--- config.mk ---
export PLATFORM = sky130hd
export DESIGN_NAME = dcpn_divider
export DESIGN_NICKNAME = d
export VERILOG_FILES = /design/src/rtl/core/dcpn_pkg.sv /design/src/rtl/core/dcpn_divider.sv
export SDC_FILE = /design/constraint.sdc
export NUM_CORES = 1
export LEC_CHECK = 0
export BUFFER_PORTS_ARGS = -buffer_cell sky130_fd_sc_hd__buf_2
export CELL_PAD_IN_SITES_DETAIL_PLACEMENT = 2
export CELL_PAD_IN_SITES_GLOBAL_PLACEMENT = 2
export CORE_MARGIN = 1.5
export CORE_UTILIZATION = 35
export CTS_CLUSTER_DIAMETER = 120
export DETAILED_ROUTE_END_ITERATION = 10
export GPL_TIMING_DRIVEN = 0
export HOLD_SLACK_MARGIN = 0.02
export PLACE_DENSITY = 0.8
export SETUP_SLACK_MARGIN = 0.1
export SLEW_MARGIN = 20
export SYNTH_ARGS = -nofsm -noshare
export SYNTH_HDL_FRONTEND = slang
export SYNTH_SLANG_ARGS = --single-unit
--- constraint.sdc ---
create_clock -name clk -period 5.85 [get_ports clk]
set_input_delay 1.17 -clock clk [delete_from_list [all_inputs] [get_ports clk]]
set_output_delay 1.17 -clock clk [all_outputs]
set_load 0.05 [all_outputs]
--- src/rtl/core/dcpn_pkg.sv ---
// Shared constants, status codes and interface structs of the DC removal
// and peak normaliser. No dependencies.
`timescale 1ns / 1ps

package dcpn_pkg;

  localparam int DEPTH     = 4096;
  localparam int FRAC_BITS = 15;

  localparam int SMP_W   = 32;
  localparam int ADDR_W  = $clog2(DEPTH);
  localparam int CNT_W   = ADDR_W + 1;
  localparam int SUM_W   = SMP_W + ADDR_W;
  localparam int PEAK_W  = SMP_W + 1;
  localparam int NORM_W  = 16;
  localparam int STEP_W  = $clog2(SUM_W + 1);
  localparam int QR_W    = FRAC_BITS + 2;

  localparam logic [PEAK_W-1:0] NORM_POS_LIM = PEAK_W'(32767);
  localparam logic [PEAK_W-1:0] NORM_NEG_LIM = PEAK_W'(32768);

  localparam logic FUNC_LOAD  = 1'b0;
  localparam logic FUNC_FETCH = 1'b1;

  localparam logic [1:0] STATUS_OK       = 2'd0;
  localparam logic [1:0] STATUS_EMPTY    = 2'd1;
  localparam logic [1:0] STATUS_OVERFLOW = 2'd2;

  typedef struct packed {
    logic                     wr_en;
    logic                     restart;
    logic signed [SMP_W-1:0]  wr_sample;
    logic                     rd_en;
    logic [ADDR_W-1:0]        rd_addr;
  } store_req_t;

  typedef struct packed {
    logic signed [SUM_W-1:0]  sum;
    logic [CNT_W-1:0]         count;
    logic signed [SMP_W-1:0]  min_val;
    logic signed [SMP_W-1:0]  max_val;
  } store_stats_t;

  typedef struct packed {
    logic                     start;
    logic [SUM_W-1:0]         dividend;
    logic [PEAK_W-1:0]        rem_init;
    logic [PEAK_W-1:0]        divisor;
    logic [STEP_W-1:0]        steps;
  } div_req_t;

  typedef struct packed {
    logic                     done;
    logic [SUM_W-1:0]         quo;
  } div_rsp_t;

endpackage

--- src/rtl/core/dcpn_divider.sv ---
// Shared radix-2 restoring divider, one quotient bit per cycle.
// Depends on dcpn_pkg.
`timescale 1ns / 1ps

module dcpn_divider (
  input  logic                clk,
  input  logic                rst,
  input  dcpn_pkg::div_req_t  req,
  output dcpn_pkg::div_rsp_t  rsp
);
  import dcpn_pkg::*;

  logic                running;
  logic [STEP_W-1:0]   cnt;
  logic [SUM_W-1:0]    acc;
  logic [PEAK_W-1:0]   rem;
  logic [PEAK_W-1:0]   den;
  logic                done;

  logic [PEAK_W:0]     rem_sh;
  logic [PEAK_W:0]     trial;

  // shift in next dividend bit, trial subtract
  always_comb begin
    rem_sh = {rem, acc[SUM_W-1]};
    trial  = rem_sh - {1'b0, den};
  end

  always_ff @(posedge clk) begin
    if (rst) begin
      running <= 1'b0;
      done    <= 1'b0;
      cnt     <= '0;
    end else begin
      done <= 1'b0;
      if (req.start) begin
        running <= 1'b1;
        cnt     <= req.steps;
        acc     <= req.dividend;
        rem     <= req.rem_init;
        den     <= req.divisor;
      end else if (running) begin
        if (!trial[PEAK_W]) begin
          rem <= trial[PEAK_W-1:0];
          acc <= {acc[SUM_W-2:0], 1'b1};
        end else begin
          rem <= rem_sh[PEAK_W-1:0];
          acc <= {acc[SUM_W-2:0], 1'b0};
        end
        cnt <= cnt - 1'b1;
        if (cnt == STEP_W'(1)) begin
          running <= 1'b0;
          done    <= 1'b1;
        end
      end
    end
  end

  assign rsp.done = done;
  assign rsp.quo  = acc;

endmodule

**Yosys cells after proc, flatten, opt, wreduce, memory -nomap -nowiden**

Index checks and enable logic that the tools add are counted.

- Register bits: 118
- Word-level logic and storage cells: 27

- Add/sub/neg operators: 2
- Eq/ne operators: 1
- Multiplexer cells: 12
- Bitwise operators: 2
- Reduce and logical (&&, ||, !) cells: 4

Operator list:

| kind | count |
|---|---|
| 2-to-1 mux 33 bit | 3 |
| 2-to-1 mux 44 bit | 2 |
| subtractor 34 x 33 -> 34 bit | 1 |
| 2-to-1 mux 6 bit | 2 |
| == test 6 x 1 -> 1 bit (second input constant) | 1 |
| subtractor 6 x 1 -> 6 bit (second input constant) | 1 |
| 2-to-1 mux 1 bit | 5 |
| AND reduction 2 bit | 2 |
| OR reduction 3 bit | 1 |
| inverter 1 bit | 2 |
| nonzero test 2 bit | 1 |

**Depth between registers and ports, before layout**

Gate-level depths: netlist of run 1.

- Depth after elaboration: 4
- Depth in mapped cells: 14

**Worst setup path after synthesis of run 1**

OpenSTA, ideal clock, no wires.

- Path type: input port to flip-flop
- Start: input req[116] (netlist name)
- End: register acc[0] (enable)
- Library setup time: 513 ps
- Arrival: 4924 ps
- Required time: 5337 ps
- Setup slack: 413 ps
- Stages: 4
- Cell sequence: clkbuf_1 clkbuf_1 nor2_1 nor2_1

- Word-level cells in the longest chain between the ends: 2

RTL lines:

| what | RTL line | text |
|---|---|---|
| start: declaration | dcpn_divider.sv:8 | `input dcpn_pkg::div_req_t req,` |
| nonzero test 2 bit (no line) | n/a |  |
| AND reduction 2 bit (no line) | n/a |  |
| end signal: assignment | dcpn_divider.sv:39 | `acc <= req.dividend;` |
| end signal: assignment | dcpn_divider.sv:45 | `acc <= {acc[SUM_W-2:0], 1'b1};` |
| end signal: assignment | dcpn_divider.sv:48 | `acc <= {acc[SUM_W-2:0], 1'b0};` |
| end: declaration | dcpn_divider.sv:15 | `logic [SUM_W-1:0] acc;` |

Every way passes these cells.
A chain may end at the register's enable or synchronous reset.

**Worst setup path after layout of run 1**

- Start: register rem[7]
- End: register rem[21] (data pin)

- Word-level cells in the longest chain between the ends: 4

RTL lines:

| what | RTL line | text |
|---|---|---|
| start: declaration | dcpn_divider.sv:16 | `logic [PEAK_W-1:0] rem;` |
| start signal: assignment | dcpn_divider.sv:40 | `rem <= req.rem_init;` |
| start signal: assignment | dcpn_divider.sv:44 | `rem <= trial[PEAK_W-1:0];` |
| start signal: assignment | dcpn_divider.sv:47 | `rem <= rem_sh[PEAK_W-1:0];` |
| subtractor 34 x 33 -> 34 bit | dcpn_divider.sv:26 | `trial = rem_sh - {1'b0, den};` |
| 2-to-1 mux 33 bit | dcpn_divider.sv:43 | `if (!trial[PEAK_W]) begin` |
| 2-to-1 mux 33 bit | dcpn_divider.sv:42 | `end else if (running) begin` |
| 2-to-1 mux 33 bit | dcpn_divider.sv:36 | `if (req.start) begin` |

Every way passes these cells. The select of a mux whose other input is x is not followed.

==> results of run 1 <==
[metal layers]
metal,up-vias,wire [um]
li1,2729,-
met1,2978,9890
met2,169,12900
met3,31,1400
met4,2,438
met5,-,13
[sequential cells by signal (all words and copies together) (netlist names)]
name     count
den         33
rem         33
running      1
cnt          6
done         1
acc         44
[metrics by stage]
stage	total power, W	hold WS, ns	instance area (sq um)	worst slack, ns	util
final	0.00302	0.581	9000	2.14	0.448
after global routing	0.00315	0.599	9000	1.97	0.448
after CTS	0.00304	0.583	9000	2.18	0.448
after detailed placement	0.00189	0.561	8390	2.21	0.417
after global placement	0.00184	0.555	8280	-1.74	0.412
after floorplan	0.00163	0.535	7130	0.413	-
[synthesized netlist by cell type (5+ instances only)]
library cell                 n  area share
sky130_fd_sc_hd__edfxtp_1  110        0.46
sky130_fd_sc_hd__a21oi_1    48       0.034
sky130_fd_sc_hd__inv_1      44       0.023
sky130_fd_sc_hd__nand2_1    44       0.023
sky130_fd_sc_hd__mux2_2     43       0.068
sky130_fd_sc_hd__ha_1       35       0.061
sky130_fd_sc_hd__nor2_1     29       0.015
sky130_fd_sc_hd__clkbuf_1   24       0.013
sky130_fd_sc_hd__nand4b_1   22       0.027
sky130_fd_sc_hd__o311ai_2   18       0.041
sky130_fd_sc_hd__xor2_1     18       0.022
sky130_fd_sc_hd__nor2b_1    17       0.015
sky130_fd_sc_hd__xnor2_1    16       0.020
sky130_fd_sc_hd__o21ai_0    12      0.0084
sky130_fd_sc_hd__nand2b_1   11      0.0096
sky130_fd_sc_hd__a211oi_1    9      0.0095
sky130_fd_sc_hd__buf_1       9      0.0047
sky130_fd_sc_hd__a21o_1      8      0.0084
sky130_fd_sc_hd__dfxtp_1     8       0.022
sky130_fd_sc_hd__o21ai_1     8      0.0056
sky130_fd_sc_hd__nand3_1     7      0.0049
sky130_fd_sc_hd__a221o_1     6      0.0084
sky130_fd_sc_hd__nand4_1     6      0.0053
sky130_fd_sc_hd__a32oi_1     5      0.0061
sky130_fd_sc_hd__and2_1      5      0.0044
sky130_fd_sc_hd__buf_6       5      0.0079
sky130_fd_sc_hd__o211ai_1    5      0.0053
sky130_fd_sc_hd__o311ai_1    5      0.0061
[power by group through the flow]
stage,logic (W),registers [W],clock network [W]
final,0.000831,0.00106,0.00113
after global routing,0.000899,0.00106,0.00118
after CTS,0.000833,0.00106,0.00115
after detailed placement,0.000817,0.00107,0
after global placement,0.000763,0.00107,0
after floorplan,0.000501,0.00113,0
[final cells by class]
type,count,area share
flip-flops and latches,118,0.385
multi-input cells,424,0.369
repair buffers,165,0.100
clock inverters,15,0.0213
inverters,44,0.0183
clock buffers,17,0.0472
plain buffers,41,0.0220
well taps,270,0.0375
[worst max-delay path by stage]
stage,slack [ns],depth (start not counted),to,startpoint
global route,1.97,11,rem[13],rem[7]
global placement,-1.74,4,rem[13],req[116]
finish,2.14,11,rem[21],rem[7]
detailed placement,2.21,5,den[12],req[116]
CTS,2.18,12,rem[21],rem[9]
floorplan,0.41,4,acc[0],req[116]
[cell families (layout without fill, tap and decap cells)]
group,after synthesis,after routing,synth area share
AND/OR/NAND/NOR,159,159,0.123
AO/OA/AOI/OAI,150,150,0.163
flip-flops,118,118,0.485
buffers and inverters,85,282,0.0509
multiplexers,45,45,0.0712
adder cells (fa/ha/maj),36,36,0.0642
XOR/XNOR,34,34,0.0417
==> impl_summary.txt, run 1 <==
----------------------------------------------------
[Yosys]
  Syn_nets ... 782
  Proportion of synthesized chip area in sequential cells ... 0.485
  Post-Synthesis Mean Instance Area ... 11.4 sq um
  Async set-reset flop share out of synthesis ... 0
  #FFs+latches synth ... 118
  Post-synth cell types ... 59
  Number of enable-type register cells in the synthesized netlist ... 110
  Synthesized area ... 7130 sq um
  Warning count from the yosys run ... 0
  Main flop type after synthesis ... sky130_fd_sc_hd__edfxtp_1
  Number of standard cells after synthesis ... 627

[Layout]
  Commonest cells after routing, fill and taps aside ... sky130_fd_sc_hd__buf_2, sky130_fd_sc_hd__edfxtp_1, sky130_fd_sc_hd__a21oi_1
  Relative area change from synthesis to final layout ... 26.2%
  Diodes inserted ... 0
  Fraction of final layout cells sized beyond drive strength 1 ... 0.336
  Area used by sequential logic in the layout ... 3460 sq um
  Most common library cell in the layout ignoring fill and taps ... sky130_fd_sc_hd__buf_2
  Area used by multi-input combinational logic ... 3320 sq um
  Number of fillers in the final layout ... 2097
  Final cell count without fillers ... 1094
  Post-layout net count ... 966

[Critical path]
  Data arrival, critical path ... 3.87 ns
  Max incr delay on CP ... 0.52 ns
  CP max FO ... 10
  Bufs and invs on worst path ... 1
  Type of element capturing the critical path ... flip-flop
  Cell Chain, Critical Path ... ha_1 -> a21oi_1 -> o211ai_1 -> a21oi_1 -> nor2_1 -> a311o_1 -> o211ai_2 -> mux2i_2 -> buf_2 -> a211oi_1 -> a221o_1
  Register-to-Register Path Depth ... 11
  Cell at the slowest stage of the critical path ... sky130_fd_sc_hd__mux2i_2
  Cell mode on critical path ... sky130_fd_sc_hd__a21oi_1
  Beginning of the worst register-to-register path ... rem[7]
  Worst path required time ... 6.02 ns
  CP startpoint kind ... flip-flop
  End of the worst register-to-register path ... rem[21]
  Type of the worst setup path ... flip-flop to flip-flop
  Cell class contributing the biggest share of worst-path delay ... compound AO/OA/AOI/OAI gates
  Minimum setup slack among reg-to-reg paths ... 2.14 ns

[Placed design]
  GP Congestion ... 0.837
  DP HPWL ... 18.0 mm
  Cell count after placement ... 1062
  # port buffers ... 161

[Timing]
  Number of endpoints failing setup at the final stage ... 0
  Tcrit/Tclk final ... 0.634
  Aggregate negative setup slack ... 0 ns
  Max transition margin ... 0.456
  Number of max-slew violations in the final report ... 0
  Setup repair after global routing missed its margin ... false
  Number of hold violations in the final report ... 0
  Post-route minimum period ... 3.71 ns
  Actual slew at the worst max-slew pin ... 0.816 ns
  Max frequency ... 270 MHz
  Maximum clock skew at final layout ... 0.0107 ns

[Clock network]
  H-tree Lvls ... 4
  Number of post-CTS setup repair buffers ... 0
  Clock Pin Slew Worst Setup and Hold Paths ... 0.07 ns
  Clock tree from TritonCTS ... yes
  Hold buffer count at cts ... 0
  Cell at the root of the clock tree ... sky130_fd_sc_hd__clkbuf_16
  Clock sinks ... 118
  Worst skew pair latency ... 0.42 ns
  Resized cells post-CTS ... 0
  Clock buffer count from CTS ... 17
  CTS max path bufs ... 2

[Min path]
  Type of the tightest min-delay check ... flip-flop to flip-flop
  Depth of the worst hold-timing path ... 1
  End point of the worst hold path ... acc[32]
  Min-delay src ... acc[31]

[Global route]
  Via count of the first global-routing pass ... 6883
  Antenna violations before repair ... 1
  GRT Total Usage ... 0.239
  Met1 Track Usage GR ... 0.266
  Global-route congestion overflow total ... 0
  Global-route wire length before repair ... 38.9 mm
  Pin count of the biggest net entering global routing ... 29
  Grt met2 use ... 0.438
  Global-route met3 utilization ... 0.0690
  Most heavily used metal layer in global routing ... met2

[Pwr]
  Leakage power total ... 3.62 nW
  Net switching power of the design ... 0.00101 W
  Sequential share of power ... 0.350
  Switching part of the total ... 0.334
  Clock network fraction of design power ... 0.375
  PD cells ... 335 nW/um^2
  P_int ... 0.00201 W
  Comb power frac ... 0.275
  IR Drop Worst-Case VDD ... 219 uV

[Drt]
  DRT antenna net count ... 0
  Per-cell via count in the routed design ... 5.40
  Total iterations of the first detailed-routing run ... 5
  Wire length per cell after detailed routing ... 22.5 um
  Remaining DRCs ... 0
  Via count ... 5909
  Total Routed Length ... 24.6 mm
  Initial DRC Count ... 287

[Outcome]
  Outcome ... completed

[Floorplanning]
  Area inside the core boundary ... 20100 sq um
  Die Height ... 146 um
  Cell row count ... 52
  Die area ... 21200 sq um
  Die Span X ... 146 um
  Starting density of the core ... 0.355
  Total I/O pin count ... 164

[Flow run]
  Max-cap violation count ... 0

----------------------------------------------------
Note: power is estimated with default switching activity, not from simulation.
==> inputs of run 2 (changes only) <==
--- a/config.mk
+++ b/config.mk
@@ -9,12 +9,12 @@
 export CELL_PAD_IN_SITES_DETAIL_PLACEMENT = 2
 export CELL_PAD_IN_SITES_GLOBAL_PLACEMENT = 2
 export CORE_MARGIN = 1.5
-export CORE_UTILIZATION = 35
+export CORE_UTILIZATION = 32
 export CTS_CLUSTER_DIAMETER = 120
 export DETAILED_ROUTE_END_ITERATION = 10
 export GPL_TIMING_DRIVEN = 0
 export HOLD_SLACK_MARGIN = 0.02
-export PLACE_DENSITY = 0.8
+export PLACE_DENSITY = 0.77
 export SETUP_SLACK_MARGIN = 0.1
 export SLEW_MARGIN = 20
 export SYNTH_ARGS = -nofsm -noshare
==> constraint.sdc (replaced) <==
create_clock -name clk -period 3.25 [get_ports clk]
set_input_delay 0.65 -clock clk [delete_from_list [all_inputs] [get_ports clk]]
set_output_delay 0.65 -clock clk [all_outputs]
set_load 0.05 [all_outputs]
==> run 2 against run 1 <==
  * Routed wire length is 7.6% higher
  * Combinational power up 130%
  * Worst setup slack worse by 2.1 ns
  * Via count increased by 3.8%
  * Final area rose by 8.5%
  * Critical path depth grew 2
  * Core utilization about the same
  * Clock power up 78%
  * Clock skew is 0.0014 ns higher
  * Fmax rose by 15%
  * Largest cell class is now multi-input gates
  * Highest routed layer unchanged
==> impl_summary.txt, run 2 (synthesis results as in run 1) <==
----------------------------------------------------
[Global route]
  Pin count of the biggest net entering global routing ... 30 (was 29)
  Via count of the first global-routing pass ... 7020 (was 6883)
  Global-route congestion overflow total ... 0 (unchanged)
  Antenna violations before repair ... 1 (unchanged)
  GRT Total Usage ... 0.224 (was 0.239)
  Global-route wire length before repair ... 40.1 mm (was 38.9 mm)

[Layout]
  Relative area change from synthesis to final layout ... 37.0% (was 26.2%)
  Max FFs per register ... 44 (unchanged)
  Commonest cells after routing, fill and taps aside ... sky130_fd_sc_hd__buf_2, sky130_fd_sc_hd__edfxtp_1, sky130_fd_sc_hd__nand2_1 (was sky130_fd_sc_hd__buf_2, sky130_fd_sc_hd__edfxtp_1, sky130_fd_sc_hd__a21oi_1)
  Regs by FF count ... acc (44), den (33), rem (33) (unchanged)
  Largest register by flop count ... acc (unchanged)
  Diodes inserted ... 0 (unchanged)
  Fraction of final layout cells sized beyond drive strength 1 ... 0.424 (was 0.336)
  Most common library cell in the layout ignoring fill and taps ... sky130_fd_sc_hd__buf_2 (unchanged)
  Post-layout net count ... 993 (was 966)

[Critical path]
  Type of the worst setup path ... flip-flop to flip-flop (unchanged)
  CP startpoint kind ... flip-flop (unchanged)
  Cell class contributing the biggest share of worst-path delay ... compound AO/OA/AOI/OAI gates (unchanged)
  Cell at the slowest stage of the critical path ... sky130_fd_sc_hd__edfxtp_1 (was sky130_fd_sc_hd__mux2i_2)
  Worst path required time ... 3.39 ns (was 6.02 ns)
  Type of element capturing the critical path ... flip-flop (unchanged)
  Data arrival, critical path ... 3.36 ns (was 3.87 ns)
  Bufs and invs on worst path ... 3 (was 1)
  CP max FO ... 5 (was 10)
  Cell Chain, Critical Path ... ha_4 -> a21oi_4 -> o211ai_1 -> a21oi_2 -> nor2_1 -> a311o_1 -> o211ai_2 -> mux2i_4 -> and2_4 -> buf_8 -> buf_6 -> buf_12 -> o311ai_4 (was ha_1 -> a21oi_1 -> o211ai_1 -> a21oi_1 -> nor2_1 -> a311o_1 -> o211ai_2 -> mux2i_2 -> buf_2 -> a211oi_1 -> a221o_1)
  Max incr delay on CP ... 0.43 ns (was 0.52 ns)

[Clock network]
  CTS max path bufs ... 2 (unchanged)
  Cell at the root of the clock tree ... sky130_fd_sc_hd__clkbuf_16 (unchanged)
  H-tree Lvls ... 4 (unchanged)
  Clock tree from TritonCTS ... yes (unchanged)
  Worst skew pair latency ... 0.43 ns (was 0.42 ns)
  Clock buffer count from CTS ... 17 (unchanged)
  Clock Pin Slew Worst Setup and Hold Paths ... 0.07 ns (about the same)
  Clock sinks ... 118 (unchanged)

[Timing]
  Setup repair after global routing missed its margin ... true (was false)
  Actual slew at the worst max-slew pin ... 0.947 ns (was 0.816 ns)
  PnR worst setup slack ... 0.0330 ns (was 2.14 ns)
  Max transition margin ... 0.368 (was 0.456)
  Number of hold violations in the final report ... 0 (unchanged)
  Aggregate negative setup slack ... 0 ns (unchanged)
  Number of max-slew violations in the final report ... 0 (unchanged)
  Number of endpoints failing setup at the final stage ... 0 (unchanged)
  Maximum clock skew at final layout ... 0.0120 ns (was 0.0107 ns)
  Tcrit/Tclk final ... 0.990 (was 0.634)
  Post-route minimum period ... 3.22 ns (was 3.71 ns)
  Max frequency ... 311 MHz (was 270 MHz)

[Floorplanning]
  Die Height ... 152 um (was 146 um)
  Die area ... 23200 sq um (was 21200 sq um)
  Cell row count ... 54 (was 52)
  Area inside the core boundary ... 21800 sq um (was 20100 sq um)
  Total I/O pin count ... 164 (unchanged)
  Die Span X ... 152 um (was 146 um)
  Starting density of the core ... 0.327 (was 0.355)

[Pwr]
  Total power of the final layout ... 0.00582 W (was 0.00302 W)
  PD cells ... 595 nW/um^2 (was 335 nW/um^2)
  IR Drop Worst-Case VDD ... 355 uV (was 219 uV)
  Leakage power total ... 3.86 nW (was 3.62 nW)

[Flow run]
  Max-cap violation count ... 0 (unchanged)

[Drt]
  Total Routed Length ... 26.5 mm (was 24.6 mm)
  Per-cell via count in the routed design ... 5.43 (was 5.40)
  DRT antenna net count ... 0 (unchanged)
  Remaining DRCs ... 0 (unchanged)
  Total iterations of the first detailed-routing run ... 6 (was 5)
  Wire length per cell after detailed routing ... 23.4 um (was 22.5 um)
  Initial DRC Count ... 248 (was 287)
  Via count ... 6131 (was 5909)

[Placed design]
  Dpl ws ... -0.385 ns (was 2.21 ns)
  GP Congestion ... 0.852 (was 0.837)
  DP HPWL ... 18.1 mm (was 18.0 mm)
  # port buffers ... 161 (unchanged)

[Min path]
  Type of the tightest min-delay check ... input port to flip-flop (was flip-flop to flip-flop)

[Outcome]
  Outcome ... completed (unchanged)

----------------------------------------------------
run 2: changes by cell type in the layout (fill, tap and decap cells not counted), moves of 4 or more:
cell / change
sky130_fd_sc_hd__clkbuf_1: -9
sky130_fd_sc_hd__a21oi_1: -8
sky130_fd_sc_hd__ha_1: -19
sky130_fd_sc_hd__buf_4: +25
sky130_fd_sc_hd__o311ai_4: +4
sky130_fd_sc_hd__ha_2: +5
sky130_fd_sc_hd__inv_2: +6
sky130_fd_sc_hd__ha_4: +14
sky130_fd_sc_hd__inv_1: -6
sky130_fd_sc_hd__a21oi_2: +5
run 2: area by class of cell:
class	instances	area, sq um
Fill cell	2227	12100
Multi-Input combinational cell	424	3730
Sequential cell	118	3460
Timing Repair Buffer	197	1210
Clock buffer	17	425
Tap cell	280	350
Buffer	36	249
Clock inverter	14	178
Inverter	44	165
run 2: per-stage QoR:
stage                     hold WS (ns)  instance area [sq um]  cells   util
final                            0.387                   9770   1130  0.448
after global routing             0.380                   9770   1130  0.448
after CTS                        0.371                   9430   1120  0.432
after detailed placement         0.562                   8410   1072  0.385
after global placement           0.555                   8300   1068  0.380
after floorplan                  0.535                   7140    627      -
run 2: path summary, 6_finish.rpt:
check,from,to,slack (ns),depth (start not counted)
worst max-delay path,rem[7],rem[20],0.03,13
worst max register to register,rem[7],rem[20],0.03,13
worst min register to register,acc[39],acc[40],0.58,1
worst min-delay path,req[9],den[3],0.39,1
run 2: layer usage:
metal  part of all wire  track usage
met4              0.020       0.0777
met2               0.53        0.404
met1               0.39        0.254
met5            0.00045            0
met3              0.062       0.0623
run 2: timing repair:
action                     4_1_cts  5_1_grt
pin swaps                       14       19
resized for setup               55       40
hold buffers                     0        0
buffers inserted                20       10
setup endpoints to repair       34       34
gates cloned                     1        1
run 2: power breakdown:
group / switching (W) / internal, W
logic: 0.00108 / 0.000818
clock network: 0.000802 / 0.00121
registers: 0.0000787 / 0.00183
total: 0.00196 / 0.00386
